[config.mk]
export PLATFORM = sky130hd
export DESIGN_NAME = ata_pio_lba28_read_sequencer
export DESIGN_NICKNAME = d
export VERILOG_FILES = /design/src/design/ata_rd_pkg.sv /design/src/design/ata_pio_lba28_read_sequencer.sv
export SDC_FILE = /design/constraint.sdc
export NUM_CORES = 1
export LEC_CHECK = 0
export BUFFER_PORTS_ARGS = -buffer_cell sky130_fd_sc_hd__buf_2
export CAP_MARGIN = 10
export CORE_MARGIN = 3
export CORE_UTILIZATION = 57
export CTS_CLUSTER_DIAMETER = 30
export DETAILED_ROUTE_END_ITERATION = 10
export PLACE_DENSITY = 0.84
export SLEW_MARGIN = 20
export SYNTH_ARGS = -nofsm -noshare
export SYNTH_HDL_FRONTEND = slang
export SYNTH_SLANG_ARGS = --single-unit
[constraint.sdc]
create_clock -name clk -period 6.95 [get_ports clk]
set_clock_uncertainty 0.05 [all_clocks]
set_input_delay 0.695 -clock clk [delete_from_list [all_inputs] [get_ports clk]]
set_output_delay 0.695 -clock clk [all_outputs]
set_load 0.01 [all_outputs]
[src/design/ata_rd_pkg.sv]
package ata_rd_pkg;

  // input opcodes
  localparam logic [1:0] OP_START  = 2'd0;
  localparam logic [1:0] OP_STATUS = 2'd1;
  localparam logic [1:0] OP_DATA   = 2'd2;

  // sector geometry and error masking
  localparam int         WORDS_PER_SECTOR = 256;
  localparam logic [7:0] LAST_WORD        = 8'(WORDS_PER_SECTOR - 1);
  localparam logic [2:0] IGNORE_POLLS     = 3'd4;
  localparam logic [16:0] BYTES_PER_WORD  = 17'd2;

  // register offsets from the channel base
  localparam logic [15:0] OFF_DATA  = 16'h0000;
  localparam logic [15:0] OFF_FEAT  = 16'h0001;
  localparam logic [15:0] OFF_SECN  = 16'h0002;
  localparam logic [15:0] OFF_LBA0  = 16'h0003;
  localparam logic [15:0] OFF_LBA1  = 16'h0004;
  localparam logic [15:0] OFF_LBA2  = 16'h0005;
  localparam logic [15:0] OFF_DRVH  = 16'h0006;
  localparam logic [15:0] OFF_CMD   = 16'h0007;
  localparam logic [15:0] OFF_CTRL  = 16'h0206;

  // status bits
  localparam logic [7:0] ST_BSY = 8'h80;
  localparam logic [7:0] ST_RDY = 8'h40;
  localparam logic [7:0] ST_DF  = 8'h20;
  localparam logic [7:0] ST_DRQ = 8'h08;
  localparam logic [7:0] ST_ERR = 8'h01;

  localparam logic [7:0] CTRL_SRST     = 8'h04;
  localparam logic [7:0] CMD_READ      = 8'h20;
  localparam logic [7:0] DRV_HEAD_BASE = 8'hE0;

  typedef enum logic [2:0] {
    ACT_WRITE   = 3'd0,
    ACT_DISCARD = 3'd1,
    ACT_STATUS  = 3'd2,
    ACT_DATA    = 3'd3,
    ACT_HOST    = 3'd4,
    ACT_FINISH  = 3'd5
  } action_t;

  // result run kinds produced by one input item
  typedef enum logic [2:0] {
    K_FIN,        // finish
    K_STAT,       // one status poll
    K_SRST,       // soft reset sequence
    K_CMD,        // task file writes, read command, status poll
    K_DREAD,      // one data read
    K_WORD_DREAD, // host word, next data read
    K_WORD_POLL,  // host word, delay reads, status poll
    K_WORD_FIN    // host word, delay reads, finish
  } kind_t;

  typedef struct packed {
    kind_t       kind;
    logic [27:0] lba;
    logic [7:0]  count;
    logic        drive;
    logic [15:0] word;
    logic [16:0] bytes;
    logic        fail;
  } desc_t;

  typedef struct packed {
    action_t     action;
    logic [15:0] port;
    logic [7:0]  wbyte;
    logic [15:0] hword;
    logic [16:0] bcount;
    logic        failed;
    logic        last;
  } result_t;

  function automatic logic [2:0] last_idx(input kind_t k);
    logic [2:0] n;
    case (k)
      K_SRST:       n = 3'd6;
      K_CMD:        n = 3'd7;
      K_WORD_DREAD: n = 3'd1;
      K_WORD_POLL:  n = 3'd5;
      K_WORD_FIN:   n = 3'd5;
      default:      n = 3'd0;
    endcase
    return n;
  endfunction

  function automatic result_t result_at(input desc_t d, input logic [2:0] idx,
                                        input logic [15:0] base);
    result_t     r;
    logic [15:0] off;
    r        = '0;
    off      = OFF_CTRL;
    r.bcount = d.bytes;
    r.last   = (idx == last_idx(d.kind));
    case (d.kind)
      K_FIN: begin
        r.action = ACT_FINISH;
        r.failed = d.fail;
      end
      K_STAT: r.action = ACT_STATUS;
      K_SRST: begin
        case (idx)
          3'd0: begin
            r.action = ACT_WRITE;
            r.wbyte  = CTRL_SRST;
          end
          3'd1:    r.action = ACT_WRITE;
          3'd6:    r.action = ACT_STATUS;
          default: r.action = ACT_DISCARD;
        endcase
      end
      K_CMD: begin
        r.action = ACT_WRITE;
        case (idx)
          3'd0: begin
            off     = OFF_DRVH;
            r.wbyte = DRV_HEAD_BASE | {3'b000, d.drive, d.lba[27:24]};
          end
          3'd1: off = OFF_FEAT;
          3'd2: begin
            off     = OFF_SECN;
            r.wbyte = d.count;
          end
          3'd3: begin
            off     = OFF_LBA0;
            r.wbyte = d.lba[7:0];
          end
          3'd4: begin
            off     = OFF_LBA1;
            r.wbyte = d.lba[15:8];
          end
          3'd5: begin
            off     = OFF_LBA2;
            r.wbyte = d.lba[23:16];
          end
          3'd6: begin
            off     = OFF_CMD;
            r.wbyte = CMD_READ;
          end
          default: r.action = ACT_STATUS;
        endcase
      end
      K_DREAD: begin
        r.action = ACT_DATA;
        off      = OFF_DATA;
      end
      K_WORD_DREAD: begin
        if (idx == 3'd0) begin
          r.action = ACT_HOST;
          r.hword  = d.word;
        end else begin
          r.action = ACT_DATA;
          off      = OFF_DATA;
        end
      end
      K_WORD_POLL, K_WORD_FIN: begin
        if (idx == 3'd0) begin
          r.action = ACT_HOST;
          r.hword  = d.word;
        end else if (idx == 3'd5) begin
          if (d.kind == K_WORD_POLL) begin
            r.action = ACT_STATUS;
          end else begin
            r.action = ACT_FINISH;
            r.failed = d.fail;
          end
        end else begin
          r.action = ACT_DISCARD;
        end
      end
      default: r.action = ACT_FINISH;
    endcase
    if (r.action inside {ACT_WRITE, ACT_DISCARD, ACT_STATUS, ACT_DATA}) begin
      r.port = base + off;
    end
    return r;
  endfunction

endpackage

[src/design/ata_pio_lba28_read_sequencer.sv]
// ATA PIO LBA28 read sequencer, host side.
// s_* channel takes items: tuser is the opcode (start, status byte, data word),
// tdata carries the start parameters and the bus answers. m_* channel gives
// results: tuser is the bus or host action, tlast marks the last result of
// one input item, tdata carries port, written byte, host word, count, failed.
// cfg_wen/cfg_wdata write the channel I/O base; write it only while idle.
// An accepted item is decoded in the cycle it is accepted: the sequencer
// state moves on and a run descriptor is registered. Results are built from
// it and registered in the output register, one per cycle unless stalled.
// A run is 0 to 8 results (8 for the command issue); the next item is taken
// in the same cycle the last result of the run is loaded into the output
// register. Items that cause no result are taken every cycle.
// Reset (rst, synchronous) returns the sequencer to idle, drops any run and
// any pending result, and sets the base to 0x1F0.
// When the receiver stalls, the output register holds its result and the
// run stops where it is; input is refused until the run's last result loads.
module ata_pio_lba28_read_sequencer
  import ata_rd_pkg::*;
(
  input  logic        clk,
  input  logic        rst,
  input  logic        cfg_wen,
  input  logic [15:0] cfg_wdata,
  input  logic        s_tvalid,
  output logic        s_tready,
  // [27:0] lba, [35:28] sector_count, [36] drive, [53:37] capacity_bytes,
  // [61:54] status_byte, [77:62] data_word, [79:78] zero
  input  logic [79:0] s_tdata,
  // [1:0] opcode
  input  logic [1:0]  s_tuser,
  output logic        m_tvalid,
  input  logic        m_tready,
  // [15:0] port, [23:16] write_byte, [39:24] host_word, [56:40] byte_count,
  // [57] failed, [63:58] zero
  output logic [63:0] m_tdata,
  // [2:0] action
  output logic [2:0]  m_tuser,
  output logic        m_tlast
);

  typedef enum logic [2:0] {
    PH_IDLE,
    PH_CHECK,
    PH_RESET,
    PH_POLL,
    PH_DATA
  } phase_t;

  // input field view
  logic [27:0] in_lba;
  logic [7:0]  in_count;
  logic        in_drive;
  logic [16:0] in_cap;
  logic [7:0]  in_status;
  logic [15:0] in_word;

  assign in_lba    = s_tdata[27:0];
  assign in_count  = s_tdata[35:28];
  assign in_drive  = s_tdata[36];
  assign in_cap    = s_tdata[53:37];
  assign in_status = s_tdata[61:54];
  assign in_word   = s_tdata[77:62];

  // sequencer state
  logic [15:0] base_port;
  phase_t      phase, phase_next;
  logic [27:0] start_lba, start_lba_next;
  logic [7:0]  sectors_left, sectors_left_next;
  logic        drive_sel, drive_sel_next;
  logic [2:0]  poll_index, poll_index_next;
  logic        ignore_errors, ignore_errors_next;
  logic [7:0]  word_index, word_index_next;
  logic [16:0] bytes_done, bytes_done_next;

  // run descriptor and emitter
  desc_t       desc, desc_next;
  logic        has_res;
  logic        busy;
  logic [2:0]  idx;
  result_t     cur_res;
  result_t     out_res;
  logic        load;
  logic        accept;

  assign cur_res  = result_at(desc, idx, base_port);
  assign load     = busy && (!m_tvalid || m_tready);
  // free when no run is open, or when its last result loads this cycle
  assign s_tready = !busy || (load && cur_res.last);
  assign accept   = s_tvalid && s_tready;

  // decode of one item against the current phase
  always_comb begin
    logic ign_eff;
    logic poll_done;
    logic issue;
    logic bad;
    phase_next         = phase;
    start_lba_next     = start_lba;
    sectors_left_next  = sectors_left;
    drive_sel_next     = drive_sel;
    poll_index_next    = poll_index;
    ignore_errors_next = ignore_errors;
    word_index_next    = word_index;
    bytes_done_next    = bytes_done;
    desc_next          = desc;
    desc_next.fail     = 1'b0;
    desc_next.word     = in_word;
    has_res            = 1'b0;
    issue              = 1'b0;
    bad                = ((in_status & (ST_ERR | ST_DF)) != 8'h00);
    // errors stay masked until the early polls have gone by
    ign_eff   = ignore_errors && (poll_index < IGNORE_POLLS);
    poll_done = ((in_status & ST_BSY) == 8'h00) &&
                (((in_status & ST_DRQ) != 8'h00) || (!ign_eff && bad));
    case (s_tuser)
      OP_START: begin
        start_lba_next     = in_lba;
        sectors_left_next  = in_count;
        drive_sel_next     = in_drive;
        bytes_done_next    = '0;
        word_index_next    = '0;
        poll_index_next    = '0;
        ignore_errors_next = 1'b1;
        has_res            = 1'b1;
        // zero count or buffer shorter than count sectors
        if (in_count == 8'd0 || in_cap < {in_count, 9'b0}) begin
          desc_next.kind = K_FIN;
          desc_next.fail = 1'b1;
          phase_next     = PH_IDLE;
        end else begin
          desc_next.kind = K_STAT;
          phase_next     = PH_CHECK;
        end
      end
      OP_STATUS: begin
        case (phase)
          PH_CHECK: begin
            has_res = 1'b1;
            if ((in_status & (ST_BSY | ST_DRQ)) != 8'h00) begin
              desc_next.kind = K_SRST;
              phase_next     = PH_RESET;
            end else begin
              issue = 1'b1;
            end
          end
          PH_RESET: begin
            has_res = 1'b1;
            if ((in_status & ST_BSY) == 8'h00 && (in_status & ST_RDY) != 8'h00) begin
              issue = 1'b1;
            end else begin
              desc_next.kind = K_STAT;
            end
          end
          PH_POLL: begin
            has_res            = 1'b1;
            ignore_errors_next = ign_eff;
            if (!poll_done) begin
              if (poll_index < IGNORE_POLLS) begin
                poll_index_next = poll_index + 3'd1;
              end
              desc_next.kind = K_STAT;
            end else if (bad) begin
              desc_next.kind = K_FIN;
              desc_next.fail = 1'b1;
              phase_next     = PH_IDLE;
            end else begin
              ignore_errors_next = 1'b0;
              sectors_left_next  = sectors_left - 8'd1;
              word_index_next    = '0;
              desc_next.kind     = K_DREAD;
              phase_next         = PH_DATA;
            end
          end
          default: ;
        endcase
      end
      OP_DATA: begin
        if (phase == PH_DATA) begin
          has_res         = 1'b1;
          bytes_done_next = bytes_done + BYTES_PER_WORD;
          if (word_index != LAST_WORD) begin
            word_index_next = word_index + 8'd1;
            desc_next.kind  = K_WORD_DREAD;
          end else begin
            word_index_next = '0;
            if (sectors_left != 8'd0) begin
              poll_index_next = '0;
              desc_next.kind  = K_WORD_POLL;
              phase_next      = PH_POLL;
            end else begin
              desc_next.kind = K_WORD_FIN;
              phase_next     = PH_IDLE;
            end
          end
        end
      end
      default: ;
    endcase
    if (issue) begin
      desc_next.kind     = K_CMD;
      poll_index_next    = '0;
      ignore_errors_next = 1'b1;
      phase_next         = PH_POLL;
    end
    desc_next.lba   = start_lba_next;
    desc_next.count = sectors_left_next;
    desc_next.drive = drive_sel_next;
    desc_next.bytes = bytes_done_next;
  end

  always_ff @(posedge clk) begin
    if (rst) begin
      base_port     <= 16'h01F0;
      phase         <= PH_IDLE;
      start_lba     <= '0;
      sectors_left  <= '0;
      drive_sel     <= 1'b0;
      poll_index    <= '0;
      ignore_errors <= 1'b1;
      word_index    <= '0;
      bytes_done    <= '0;
      busy          <= 1'b0;
      idx           <= '0;
      m_tvalid      <= 1'b0;
    end else begin
      if (cfg_wen) begin
        base_port <= cfg_wdata;
      end
      // output register
      if (load) begin
        m_tvalid <= 1'b1;
        out_res  <= cur_res;
      end else if (m_tready) begin
        m_tvalid <= 1'b0;
      end
      // run bookkeeping; a new run overrides the one just ending
      if (accept) begin
        phase         <= phase_next;
        start_lba     <= start_lba_next;
        sectors_left  <= sectors_left_next;
        drive_sel     <= drive_sel_next;
        poll_index    <= poll_index_next;
        ignore_errors <= ignore_errors_next;
        word_index    <= word_index_next;
        bytes_done    <= bytes_done_next;
        desc          <= desc_next;
        busy          <= has_res;
        idx           <= '0;
      end else if (load) begin
        if (cur_res.last) begin
          busy <= 1'b0;
        end else begin
          idx <= idx + 3'd1;
        end
      end
    end
  end

  assign m_tdata = {6'b000000, out_res.failed, out_res.bcount, out_res.hword,
                    out_res.wbyte, out_res.port};
  assign m_tuser = out_res.action;
  assign m_tlast = out_res.last;

endmodule
Word-level counts from Yosys, hierarchy flattened. Index checks and enable logic that the tools add are counted.

Register bits after elaboration: 226. Logic and storage cells: 200. Output and inout port bits: 70. Input bits: 103.

Equal/unequal tests: 39. Reductions and logical operators: 46. Bitwise logic cells: 2. Muxes and demuxes: 79. $lt $le $gt $ge: 2. $add $sub $neg: 6.

Operators by type and width (count): 10-bit one-hot mux with 7 select lines (1); 8-bit two-way mux (8); 3-bit two-way mux (21); 8-bit one-hot mux with 6 select lines (1); 3-bit one-hot mux with 3 select lines (4); 17-bit one-hot mux with 2 select lines (1); 8-bit one-hot mux with 2 select lines (2); 10-bit one-hot mux with 3 select lines (1); 28-bit two-way mux (1); 3-bit by 2-bit equality test with 1-bit output (second input constant) (8); 3-bit equality test (second input constant) (8); 1-bit two-way mux (24); 8-bit one-hot mux with 3 select lines (1); 8-bit nonzero test (3); 3-bit one-hot mux with 7 select lines (1); 3-bit inequality test (second input constant) (6); 17-bit by 2-bit adder with 17-bit output (second input constant) (1); 17-bit < comparator (1); 17-bit two-way mux (1); 16-bit adder (1); 8-bit logical NOT (2); 7-bit AND reduction (2); 3-bit by 1-bit equality test with 1-bit output (second input constant) (4); 4-bit inequality test (second input constant) (3); 34 further kinds (68).

Logic depth before layout (Yosys ltp).
Depth in word-level cells: 10. Depth in mapped cells: 15. Gate-level depth less buffers: 13.

Worst setup path after synthesis. Ideal clock, no wire load.

Path type: register to register. Start: register idx[0]. End: register desc, in the netlist cur_res[10], enable pin. Path slack: 1.563 ns. Stages on the path, launching flop included: 8. Setup time: 0.500 ns. Path buffers: 3. Period minus slack after synthesis: 5.387 ns. Data arrival time: 4.837 ns. Data required time: 6.400 ns. Cells stage by stage: dfxtp_1 buf_6 or4b_4 a311oi_4 o21ai_2 clkbuf_1 buf_2 nor2_1.

Longest elaborated chain between the ends: 5.

Ends and longest elaborated chain: start, declared (line ata_pio_lba28_read_sequencer.sv:79) `logic [2:0] idx;`; start signal, assigned (line ata_pio_lba28_read_sequencer.sv:253) `idx <= idx + 3'd1;`; 3-bit equality test (line ata_rd_pkg.sv:97) `r.last = (idx == last_idx(d.kind));`; 1-bit logical AND (line ata_pio_lba28_read_sequencer.sv:88) `assign s_tready = !busy || (load && cur_res.last);`; 1-bit logical OR (line ata_pio_lba28_read_sequencer.sv:88); 1-bit logical AND (line ata_pio_lba28_read_sequencer.sv:89) `assign accept = s_tvalid && s_tready;`; 2-bit AND reduction (no source line); end signal, assigned (line ata_pio_lba28_read_sequencer.sv:246) `desc <= desc_next;`; end, declared (line ata_pio_lba28_read_sequencer.sv:76) `desc_t desc, desc_next;`.

Every way passes these cells. A chain may end at the register's enable or synchronous reset.

Worst setup path in the final report.
Start: register idx[0]. End: register out_res, in the netlist m_tdata[14], data pin.

Longest elaborated chain between the ends: 6. Elaborated cells between the ends (all ways): 24.

Ends and longest elaborated chain: branches (longest 6 deep; another with 16-bit adder); end signal, assigned (line ata_pio_lba28_read_sequencer.sv:232) `out_res <= cur_res;`; end, declared (line ata_pio_lba28_read_sequencer.sv:81) `result_t out_res;`.

Several ways; the timed one is not identified.

==> qor.yml <==
outcome:
  status: "finished clean"
global_route:
  antenna_found_initial: 0
  overflow: 0
  grt_pass1_vias: 7708
  grt_pass1_wl_um: 38300
  grtUsageTotal_pct: 23.5
  grt_max_degree: 79
worst_setup_path:
  crit_start: "idx[0]"
  worstReg2RegStart: "idx[0]"
  path_max_fanout: 12
  end_kind: "flop"
  reg2reg_to: "m_tdata[14]"
  crit_path_start_kind: "flop"
  r2r_cells: 13
  rrSetupSlack_ns: 3.10
  path_class: "flop to flop"
  worstPathRequired_ns: 7.25
  worstPathArrival_ns: 4.15
finish:
  most-common-layout-cells: "152 x buf_2, 136 x edfxtp_1, 125 x nand2_1"
  final_common_cell: "buf_2"
  drive_above_1_share_pct: 24.3
  area_growth_pct: 22.2
  final_net_count: 1225
  fillCellCount: 1216
  utilization_pct: 72.1
  design_area_sq_mm: 0.0127
  antennaDiodeCount: 0
clocking:
  clk_path_buf_depth: 3
  h-tree-depth: 2
  clk_latency_ns: 0.51
  cts_tree: "yes"
  clkTransAtPathRegs_ns: 0.05
  cts_root_buffer: "clkbuf_16"
  postCtsSetupRepairBufs: 0
  cts.sinks: 226
  numCtsBuffers: 42
  cts_hold_buf: 0
  cts_resized: 0
worst_hold_path:
  min_to: "desc[28]"
  hp-start: "s_tdata[72]"
  hold_path_class: "primary input to flop"
  min_path_cells: 1
synthesis:
  synth_fa_ha_area_share_pct: 3.20
  syn_area_per_cell_sq_um: 11.0
  ys_top_cells_by_area: "edfxtp_1 39%, dfxtp_1 17%, nand2_1 4.5%"
  synth_simple_gate_area_share_pct: 15.6
  synth_edf_count: 136
  synth_compound_area_share_pct: 13.9
  netlist_area_sq_mm: 0.0104
  async_flop_share_pct: 0
  synth.area.mux_share_pct: 6.13
  netlist_instances: 947
  synth_top_cell_area_share_pct: 39.3
  ys_ff_latch: 226
  ys_seq_area_share_pct: 56.7
  synth_top_flop_cell: "edfxtp_1"
  yosys.area_share.xor_xnor_pct: 0.759
  yosys_warnings: 0
  yosysUniqueCellTypes: 80
  synth_top_area_cell: "edfxtp_1"
  synth_top_family_by_area: "simple AND/OR/NAND/NOR gates"
timing:
  period_needed_ns: 3.85
  hold_violations: 0
  holdWs_ns: 0.319
  maxSlewViolCount: 0
  worst_pin_slew_ns: 1.01
  period_share_pct: 55.4
  setup_viol: 0
  rsz0062_at_grt: "false"
  slew-limit-headroom_pct: 32.0
  max_freq_ghz: 0.260
  tns_ns: 0
die:
  die_h_um: 141
  die_width_um: 141
  core_area_sq_mm: 0.0176
  rows: 48
  start_util_pct: 59.0
  dieArea_sq_mm: 0.0199
  io_pins: 173
pwr:
  power.density_mw_per_mm2: 299
  p_seq_share_pct: 40.0
  p_leak_nw: 5.09
  power_frac_comb_pct: 6.8
  peakVddDrop_v: 0.000231
  switching_share_pct: 22.5
  clockPowerShare_pct: 53.2
  switching_power_mw: 0.855
  p_int_mw: 2.94
placed_design:
  hpwl_um: 15100
  place_area_sq_mm: 0.0113
  gp_congestion: 0.905
  port_buffers: 152
detailed_routing:
  drc: 0
  num_vias: 7956
  wl_um: 23400
  ant_nets: 0
  viasPerCell: 5.88
  drt_iter0_drc: 632
  wl_per_cell_um: 17.3
  firstDrtPassIters: 7
flow_run:
  drv_cap: 0
logic make-up (layout without fill, tap and decap cells):
kind of cell / count (synthesis) / after routing
adder cells (fa/ha/maj): 26 / 26
buffers and inverters: 92 / 268
other: 1 / 6
AND/OR/NAND/NOR: 329 / 329
XOR/XNOR: 9 / 9
flip-flops: 226 / 226
multiplexers: 60 / 60
AO/OA/AOI/OAI: 204 / 204
worst max-delay path by stage:
stage / to / depth (start not counted) / slack (ns)
detailed placement: m_tdata[12] / 13 / 3.17
finish: m_tdata[14] / 13 / 3.10
floorplan: cur_res[10] / 7 / 1.56
global placement: m_tdata[14] / 13 / 3.28
global route: m_tdata[14] / 13 / 2.76
CTS: m_tdata[12] / 13 / 3.14
critical path, stage by stage, from the launching register on:
cell,delay [ns]
dfxtp_1,0.42
inv_1,0.13
ha_1,0.31
nor2b_1,0.78
nand2_1,0.16
nand3_1,0.12
nand2_1,0.10
and2_1,0.19
fa_1,0.41
nor2b_1,0.20
o21ba_2,0.19
a21oi_1,0.15
or3_1,0.34
a21oi_1,0.14
cell usage after synthesis, drive strengths merged (7+ instances only):
library cell,count
a211oi,8
a21o,8
a21oi,58
a22oi,12
a31oi,14
and2,24
and3,8
buf,18
clkbuf,40
dfxtp,90
edfxtp,136
ha,25
inv,34
mux2,29
mux2i,31
nand2,125
nand2b,18
nand3,23
nand4,13
nor2,56
nor2b,7
nor3,14
nor4,7
o211a,16
o21ai,28
or3,9
power groups by stage:
stage               registers (mW)  clock network (mW)  logic, mW
global placement              1.54                   0      0.246
CTS                           1.52                2.05      0.258
global route                  1.52                2.11      0.289
floorplan                     1.53                   0      0.178
finish                        1.52                2.02      0.259
detailed placement            1.54                   0      0.255
flip-flops by register name (all words and copies together), names as in the netlist, 8 cells and up:
register	flops
base_port	16
m_tdata	58
start_lba	28
word_index	8
cur_res	17
sectors_left	8
desc	57
bytes_done	17
cell type report:
class / count / area [sq um] / share of cell area, %
inverters: 34 / 128 / 1.01
well taps: 225 / 282 / 2.22
clock buffers: 52 / 1140 / 8.98
flip-flops and latches: 226 / 5890 / 46.4
repair buffers: 158 / 806 / 6.35
clock inverters: 24 / 290 / 2.29
multi-input cells: 634 / 4160 / 32.8
layer usage:
metal	vias to the layer above	wire [um]	track usage, %
li1	3791	-	-
met1	3768	10100	32.5
met2	353	10800	36.7
met3	44	2010	5.26
met4	0	549	8.01
met5	-	0	0
per-stage QoR:
| stage | total power, mW | worst slack, ns | cells |
|---|---|---|---|
| after floorplan | 1.71 | 1.56 | 952 |
| after global placement | 1.78 | 3.28 | 1277 |
| after detailed placement | 1.80 | 3.17 | 1277 |
| after CTS | 3.82 | 3.14 | 1353 |
| after global routing | 3.93 | 2.76 | 1353 |
| final | 3.80 | 3.10 | 1353 |
Note: power is estimated with default switching activity, not from simulation.
